File: config.mk
export PLATFORM = sky130hd
export DESIGN_NAME = mmhg_ctrl
export DESIGN_NICKNAME = d
export VERILOG_FILES = /design/src/hw/rtl/mmhg_pkg.sv /design/src/hw/rtl/mmhg_ctrl.sv
export SDC_FILE = /design/constraint.sdc
export NUM_CORES = 1
export LEC_CHECK = 0
export ABC_AREA = 1
export BUFFER_PORTS_ARGS = -buffer_cell sky130_fd_sc_hd__buf_2
export CORE_AREA = 2 2 39 41
export DETAILED_ROUTE_END_ITERATION = 8
export DIE_AREA = 0 0 41 43
export GPL_TIMING_DRIVEN = 0
export MAX_ROUTING_LAYER = met4
export PLACE_DENSITY = 0.5
export SLEW_MARGIN = 20
export SYNTH_ARGS = -nofsm -noshare
export SYNTH_HDL_FRONTEND = slang
export SYNTH_SLANG_ARGS = --single-unit
File: constraint.sdc
create_clock -name i_clk -period 1.4 [get_ports i_clk]
set_input_delay 0.28 -clock i_clk [delete_from_list [all_inputs] [get_ports i_clk]]
set_output_delay 0.28 -clock i_clk [all_outputs]
set_load 0.02 [all_outputs]
File: src/hw/rtl/mmhg_pkg.sv
// Package of the min/max height grid: widths, register indexes, controller
// states and the command/status structs between controller and datapath.
// Depends on nothing; the interfaces, controller, datapath and top import it.
package mmhg_pkg;

    // Default side of the square grid, in cells.
    localparam int GRID_SIDE_DEF = 128;

    // Field widths fixed by the word formats.
    localparam int COORD_W   = 20;
    localparam int SCALE_W   = 16;
    localparam int LIMIT_W   = 19;
    localparam int CELL_IX_W = 7;
    localparam int CFG_IDX_W = 2;
    localparam int CFG_DAT_W = 20;

    // Configuration register indexes.
    localparam logic [CFG_IDX_W-1:0] CFG_ORIGIN_X     = 2'd0;
    localparam logic [CFG_IDX_W-1:0] CFG_ORIGIN_Y     = 2'd1;
    localparam logic [CFG_IDX_W-1:0] CFG_CELLS_PER_M  = 2'd2;
    localparam logic [CFG_IDX_W-1:0] CFG_SPREAD_LIMIT = 2'd3;

    // Register reset values.
    localparam logic [SCALE_W-1:0] CELLS_PER_M_RST  = 16'd2560;
    localparam logic [LIMIT_W-1:0] SPREAD_LIMIT_RST = 19'd26;

    // Operation codes of an input word.
    localparam logic OP_INSERT = 1'b0;
    localparam logic OP_READ   = 1'b1;

    // Controller states.
    typedef enum logic [2:0] {
        S_CLEAR,
        S_IDLE,
        S_MUL,
        S_ADDR,
        S_RD,
        S_MOD,
        S_DELIVER
    } t_state;

    // Commands from the controller to the datapath.
    typedef struct packed {
        logic load;      // capture an accepted input word
        logic mul;       // register the scaled offsets
        logic addr;      // register cell address and in-grid flag
        logic rd;        // read the cell from both memories
        logic modify;    // update or clear the cell just read
        logic res_zero;  // result of a read that missed the grid
        logic deliver;   // move the result into the output register
        logic clr_wr;    // clearing pass: zero one flag entry
    } t_cmd;

    // Status from the datapath to the controller.
    typedef struct packed {
        logic op_read;   // the word in work is a read
        logic hit;       // the cell lies inside the grid
        logic clr_last;  // clearing pass is at its last entry
        logic out_free;  // output register can take a result
    } t_sts;

endpackage

File: src/hw/rtl/mmhg_ctrl.sv
// Controller of the min/max height grid: the state machine that steps one
// word through scale, address, read and update. Depends on mmhg_pkg.
module mmhg_ctrl (
    input  logic          i_clk,
    input  logic          i_rst_n,
    input  logic          i_in_valid,
    output logic          o_in_ready,
    input  mmhg_pkg::t_sts i_sts,
    output mmhg_pkg::t_cmd o_cmd
);
    import mmhg_pkg::*;

    t_state r_state;
    t_state n_state;

    // State register; reset starts the clearing pass.
    always_ff @(posedge i_clk) begin
        if (!i_rst_n) begin
            r_state <= S_CLEAR;
        end else begin
            r_state <= n_state;
        end
    end

    // Next state.
    always_comb begin
        n_state = r_state;
        unique case (r_state)
            S_CLEAR: begin
                if (i_sts.clr_last) n_state = S_IDLE;
            end
            S_IDLE: begin
                if (i_in_valid) n_state = S_MUL;
            end
            S_MUL: begin
                n_state = S_ADDR;
            end
            S_ADDR: begin
                n_state = S_RD;
            end
            S_RD: begin
                if (i_sts.hit) begin
                    n_state = S_MOD;
                end else if (i_sts.op_read) begin
                    n_state = S_DELIVER;
                end else begin
                    n_state = S_IDLE;
                end
            end
            S_MOD: begin
                n_state = i_sts.op_read ? S_DELIVER : S_IDLE;
            end
            S_DELIVER: begin
                if (i_sts.out_free) n_state = S_IDLE;
            end
            default: begin
                n_state = S_IDLE;
            end
        endcase
    end

    // Outputs: handshake and datapath commands.
    always_comb begin
        o_cmd      = '0;
        o_in_ready = 1'b0;
        unique case (r_state)
            S_CLEAR: begin
                o_cmd.clr_wr = 1'b1;
            end
            S_IDLE: begin
                o_in_ready = 1'b1;
                o_cmd.load = i_in_valid;
            end
            S_MUL: begin
                o_cmd.mul = 1'b1;
            end
            S_ADDR: begin
                o_cmd.addr = 1'b1;
            end
            S_RD: begin
                o_cmd.rd       = i_sts.hit;
                o_cmd.res_zero = !i_sts.hit;
            end
            S_MOD: begin
                o_cmd.modify = 1'b1;
            end
            S_DELIVER: begin
                o_cmd.deliver = i_sts.out_free;
            end
            default: begin
                o_cmd = '0;
            end
        endcase
    end
endmodule

; After elaboration in Yosys (flattened, before gate mapping)
; Index checks and enable logic that the tools add are counted.
[totals]
reg_bits = 3
latch_bits = 0
ramBits = 0
romBits = 0
input_bits = 7
wordCells = 28
n_memories = 0
[op_classes]
n_addsub = 0
n_mul = 0
div = 0
order_cmp = 0
eq_ne = 9
n_shift = 0
muxes = 15
bitwise = 0
reduce_logical = 3
[op_table]
columns = cell, n
row1 = case mux 3 bit (7 select lines), 1
row2 = 2-to-1 mux 3 bit, 5
row3 = "== test 3 bit, second input constant", 3
row4 = 2-to-1 mux 1 bit, 9
row5 = "== test 3 x 2 -> 1 bit, second input constant", 2
row6 = "!= test 2 bit, second input constant", 3
row7 = "== test 3 x 1 -> 1 bit, second input constant", 1
row8 = logical NOT 3 bit, 1
row9 = AND reduction 3 bit, 1
row10 = logical NOT 1 bit, 1

; Longest topological paths before layout
; Gate-level depths: netlist of run 1.
[logic_depth]
depth_word = 3
depth_mapped = 8
ltp_nobuf = 7

; Worst setup path before layout of run 1
; No wires, ideal clock.
[synth_path]
path_type = register to output
start = register r_state[2]
end = output port o_cmd[2] (netlist name)
arrival_ps = 1219
t_required_ps = 1120
path_slack_ps = -99
path_stages_with_launch = 3
path_buffers = 0
path_cell_list = dfxtp_1 > inv_4 > nor4_1
[synth_lines]
columns = element, line_no
row1 = "start, declared", mmhg_ctrl.sv:13  ; t_state r_state;
row2 = "start signal, assigned", mmhg_ctrl.sv:21  ; r_state <= n_state;
row3 = "end, declared", mmhg_ctrl.sv:9  ; output mmhg_pkg::t_cmd o_cmd

==> results of run 1 <==
==> path summary, 6_finish.rpt <==
path | to | slack [ps] | start | depth (start not counted)
max | o_cmd[2] | 30 | r_state[1]$_SDFFE_PN0P_ | 3
min | r_state[0]$_SDFFE_PN0P_ | 310 | i_rst_n | 3
max reg2reg | r_state[0]$_SDFFE_PN0P_ | 230 | r_state[1]$_SDFFE_PN0P_ | 9
min reg2reg | r_state[1]$_SDFFE_PN0P_ | 640 | r_state[2]$_SDFFE_PN0P_ | 2
==> metal layers <==
layer	routed length [um]	track usage (%)	up-vias
met5	0	-	-
met4	0	4.00	0
met3	51	3.14	0
met2	346	13.1	13
met1	358	13.8	152
li1	-	-	204
==> power by group through the flow <==
stage | combinational [uW] | sequential, uW | clock [uW]
2_1_floorplan | 331 | 143 | 0
3_3_place_gp | 427 | 153 | 0
3_5_place_dp | 427 | 152 | 0
4_1_cts | 459 | 159 | 155
5_1_grt | 539 | 166 | 164
6_report | 476 | 162 | 148
==> timing repair <==
action	in CTS	in global routing
cloned	0	0
gates resized for setup	4	6
buffers inserted	1	1
endpoints found under the setup margin	8	5
pin swaps	0	3
==> synth_stat cells <==
master	n	area [um2]
nor3_1	2	10.0
clkinv_1	2	7.51
inv_4	1	6.26
nand3b_1	1	7.51
inv_1	11	41.3
nand3_2	4	40.0
a41oi_1	1	8.76
dfxtp_1	3	60.1
nor2_2	2	12.5
nor4_1	1	6.26
nand3_1	1	5.00
nand2_1	11	41.3
nand4_1	3	18.8
nor2_4	1	11.3
inv_2	1	3.75
buf_6	1	11.3
a21oi_1	2	10.0
nor2_1	4	15.0
==> worst max-delay path: cells and delay by family, from the launching register on <==
family | cells | cell delay [ps]
DFF | 1 | 290
buffers and inverters | 2 | 310
and+or+nand+nor | 1 | 250
==> final cells by class <==
type | instances | area [um2]
timing repair buffer | 17 | 97.6
clock buffer | 4 | 26.3
fill | 169 | 897
inverter | 15 | 58.8
sequential | 3 | 65.1
buffer | 1 | 11.3
multi-input combinational | 33 | 208
tap | 16 | 20.0
==> stage by stage <==
stage               std cells  setup WS [ps]
finish                     89           33.7
global route               89          -19.9
detailed placement         83            146
global placement           83            141
CTS                        88           3.30
floorplan                  52           86.9
==> cell families (layout without fill, tap and decap cells) <==
family	Yosys count	count (layout)	synth area share [%]
AOI/OAI and AO/OA	3	3	5.93
buffers and inverters	16	37	22.1
and+or+nand+nor	30	30	53.0
DFF	3	3	19.0
==> impl_metrics.ini, run 1 <==
[grt]
antenna_found_initial = 0
grtUsageTotal_pct = 9.97
grt_max_degree = 10
gr-total-overflow = 0
first_global_vias = 308
grt_pass1_wl_um = 1180

[final_layout]
layout.nets = 81
utilization_pct = 35.2
largest_reg_flops = 3
final_cell_mix = buf_2 (12), nand2_1 (11), inv_1 (10)
largest-register = r_state
num_antenna_cells = 0
drive_gt1_share_pct = 47.9
layout_commonest_cell = buf_2
largest_registers = r_state x3
area_delta_synth_final_pct = 53.8
stdcell_area_um2 = 487

[route]
ant_nets = 0
drc_errors = 0
avgViaCountPerCell = 4.15
dr.pass1.iters = 4
drt-total-wl_um = 755
vias = 369
first_iter_violations = 13
wl_per_cell_um = 8.48

[timing]
worstMarginPinSlew_ps = 216
slew-limit-headroom_pct = 85.6
rsz0062_at_grt = yes
setup_tns_ps = 0
setup_violations = 0
slew_violations = 0
skew_ps = 1.91
fmax_mhz = 732
fin_crit_ps = 1370
timing.hold.ws_ps = 310
period_share_pct = 97.6
hold_viol = 0

[placement]
dp_hpwl_um = 592
port_buffers = 15
place_area_um2 = 418
place.gp.congestion = 0.650

[die]
core_region_area_um2 = 1380
start_util_pct = 22.9
die_y_um = 43
ioPinCount = 16
die_w_um = 41
rows = 14
dieArea_um2 = 1760

[outcome]
status = completed

[pwr]
p_seq_share_pct = 20.6
power.total_uw = 786
comb_power_share_pct = 60.6
switching_share_pct = 47.6
power_leakage_uw = 0.000278
p_int_uw = 412
p_clk_share_pct = 18.8
power_per_cell_area_nw_per_um2 = 1610
vdd_ir_drop_max_mv = 0.393
power_switching_uw = 374

[synthesis]
syn_inst = 52
syn_area_um2 = 317
ys_warn_count = 0
ys_ff_latch = 3
syn_area_per_cell_um2 = 6.09
synth_cell_types = 18
synth_nets = 59
synth_seq_area_share_pct = 19.0

[critical_path]
crit_path_start_kind = flip-flop
slowest_stage = dfxtp_1
path_cells = buf_6, nor4_2, buf_4
required_ps = 1120
cp-end-kind = output port
crit_fanout = 9
path_class = reg2out
cp.arrival_ps = 1090
slowest_delay_ps = 290

[cts]
insertion_delay_ps = 230
clock-sinks = 3
cts_root_buf = clkbuf_4
clock_path_buffers = 2
clk_pin_slew_ps = 30
h-tree-depth = 1
cts_buffers = 3
cts_tree = yes
cts_hold_buffers = 0

[hold_path]
holdCritPathClass = in2reg

[flow_run]
maxCapViolCount = 0
Note: power is estimated with default switching activity, not from simulation.
==> run 2, diff against run 1 <==
ABC_AREA = not set   (was 1)
PLACE_DENSITY = 0.46   (was 0.5)
clock period = 1.65 ns   (was 1.4 ns; I/O delays follow)
==> run 2 against run 1 <==
Synthesized cell count fell by 40%. Worst setup slack improved by 78 ps. Clock power decreased by 15%. Global-route usage decreased by 1.1 points. Routed wire length decreased by 18%. Clock skew rose by 4.4 ps.
==> impl_metrics.ini, run 2 <==
[outcome]
status = completed

[pwr]
power_leakage_uw = 0.000184
p_int_uw = 208
vdd_ir_drop_max_mv = 0.367
switching_share_pct = 30.2
power_switching_uw = 90.1
p_seq_share_pct = 30.1
p_clk_share_pct = 42.2
power_per_cell_area_nw_per_um2 = 778
comb_power_share_pct = 27.7

[route]
ant_nets = 0
vias = 275
dr.pass1.iters = 2
wl_met2_um = 296
avgViaCountPerCell = 4.17
wl_per_cell_um = 9.36
drc_errors = 0
drt-met1-wl_um = 293
drt-total-wl_um = 618
wl_met3_um = 28
topRoutingLayerUsed = met3
first_iter_violations = 7

[final_layout]
utilization_pct = 27.7
largest_registers = r_state x3
area_delta_synth_final_pct = 46.4
layout.nets = 58
n_fill_cell = 159
largest_reg_flops = 3
stdcell_area_um2 = 383
layout_commonest_cell = buf_2
drive_gt1_share_pct = 52.0
largest-register = r_state
num_antenna_cells = 0
final_cell_mix = buf_2 (15), nor2_1 (3), a21oi_1 (3), clkbuf_4 (3), dfxtp_1 (3)
stdcell_count = 66

[timing]
rsz0062_at_grt = no
slew-limit-headroom_pct = 80.5
setup_violations = 0
setup_tns_ps = 0
hold_viol = 0
fin_crit_ps = 1540
slew_violations = 0
worstMarginPinSlew_ps = 292
fmax_mhz = 650
fin_ws_ps = 112
skew_ps = 6.32
period_share_pct = 93.2

[synthesis]
async_reset_ff_share_pct = 0
syn_area_per_cell_um2 = 8.44
syn_inst = 31
synth_cell_types = 20
synth_area_leader_cell = dfxtp_1
synth.top_cells.by_count = a21oi_1 (3), dfxtp_1 (3), nor2_1 (3)
ys_ff_latch = 3
yosys-top-cells-area = dfxtp_1 (23%), nor3b_2 (9.6%), o31a_1 (6.7%)
syn_area_um2 = 262
synth_seq_area_share_pct = 23.0
ys.flop_type = dfxtp_1
synth_edf_count = 0
ys_warn_count = 0
yosysTopAreaCellShare_pct = 23.0
synth_nets = 38

[hold_path]
holdCritPathClass = in2reg

[critical_path]
rr_worst_depth = 3
path_buf_inv = 1
r2r-start = r_state[1]$_SDFFE_PN0P_
crit_fanout = 8
path_class = reg2out
cp_num_cells = 3
worst_r2r_endpoint = r_state[0]$_SDFFE_PN0P_
crit_family = flip-flops
required_ps = 1320
slowest_stage = dfxtp_1
cp-end-kind = output port
crit_path_start_kind = flip-flop
slowest_delay_ps = 430
path_cells = nor3b_2, and2_4, buf_2
worstSetupStartpoint = r_state[0]$_SDFFE_PN0P_
rrSetupSlack_ps = 500
endpoint = o_cmd[7]
cp.arrival_ps = 1210

[die]
die_w_um = 41
start_util_pct = 18.9
ioPinCount = 16
rows = 14
die_y_um = 43
core_region_area_um2 = 1380
dieArea_um2 = 1760

[cts]
insertion_delay_ps = 230
postCtsSetupRepairBufs = 0
cts.repair.resized = 0
clock-sinks = 3
cts_hold_buffers = 0
cts_root_buf = clkbuf_4
cts_buffers = 3
cts_tree = yes
clk_pin_slew_ps = 40
h-tree-depth = 1
clock_path_buffers = 2

[grt]
grtUsageTotal_pct = 8.86
first_global_vias = 251
grt_max_degree = 11
gr-total-overflow = 0
antenna_found_initial = 0
grt_pass1_wl_um = 966

[placement]
dp_slack_ps = 331
port_buffers = 15
dp_hpwl_um = 488
place_area_um2 = 357
placed_cells = 62
place.gp.congestion = 0.680

[flow_run]
maxCapViolCount = 0
==> run 2: changes by cell type after synthesis, sizes merged, moves of 3 or more <==
cell    delta
inv       -12
nand2     -10
nand3      -5
nand4      -3
nand2b     +3
and2       +3
nor2       -4
==> run 2: worst min-delay path by stage <==
| stage | start | endpoint | slack (ps) | cells after the start |
|---|---|---|---|---|
| 6_report | i_rst_n | r_state[1]$_SDFFE_PN0P_ | 350 | 2 |
| 5_1_grt | i_rst_n | r_state[1]$_SDFFE_PN0P_ | 350 | 2 |
| 4_1_cts | i_rst_n | r_state[1]$_SDFFE_PN0P_ | 350 | 2 |
| 3_5_place_dp | i_rst_n | r_state[1]$_SDFFE_PN0P_ | 590 | 2 |
| 3_3_place_gp | i_rst_n | r_state[2]$_SDFFE_PN0P_ | 600 | 2 |
| 2_1_floorplan | i_rst_n | r_state[1]$_SDFFE_PN0P_ | 460 | 1 |
==> run 2: worst reg2reg max path, cell delays in order (launching register included) <==
cell and delay (ps):
dfxtp_1 380, or3_1 390, a21oi_1 190, nor4b_2 70
==> run 2: final cells by class <==
class	count	area (um2)	share of cell area [%]
Sequential cell	3	60.1	15.7
Timing Repair Buffer	15	75.1	19.6
Inverter	1	3.75	0.980
Clock buffer	4	26.3	6.86
Tap cell	16	20.0	5.23
Multi-Input combinational cell	26	186	48.7
Buffer	1	11.3	2.94
==> run 2: cells by family (layout without fill, tap and decap cells) <==
kind of cell	after synthesis	after routing	share of synthesized area [%]
buffers and inverters	2	21	5.74
flip-flops	3	3	23.0
AO/OA/AOI/OAI	6	6	15.3
AND/OR/NAND/NOR	20	20	56.0
==> run 2: per-stage QoR <==
stage / power (uW) / hold WS, ps
after floorplan: 144 / 458
after global placement: 175 / 600
after detailed placement: 174 / 593
after CTS: 304 / 351
after global routing: 322 / 355
final: 298 / 350
==> run 2: layer usage <==
| metal | vias to the layer above | track usage [%] |
|---|---|---|
| met2 | 6 | 11.6 |
| met1 | 123 | 10.0 |
| met4 | 0 | 6.00 |
| met3 | 0 | 4.71 |
| li1 | 146 | - |
| met5 | - | - |
==> run 2: power by group through the flow <==
stage | Combinational (uW) | Clock (uW) | Sequential, uW
6_report | 82.6 | 126 | 89.6
3_3_place_gp | 84.0 | 0 | 91.0
2_1_floorplan | 57.2 | 0 | 87.3
4_1_cts | 84.0 | 131 | 89.7
3_5_place_dp | 83.6 | 0 | 90.8
5_1_grt | 90.7 | 140 | 91.2
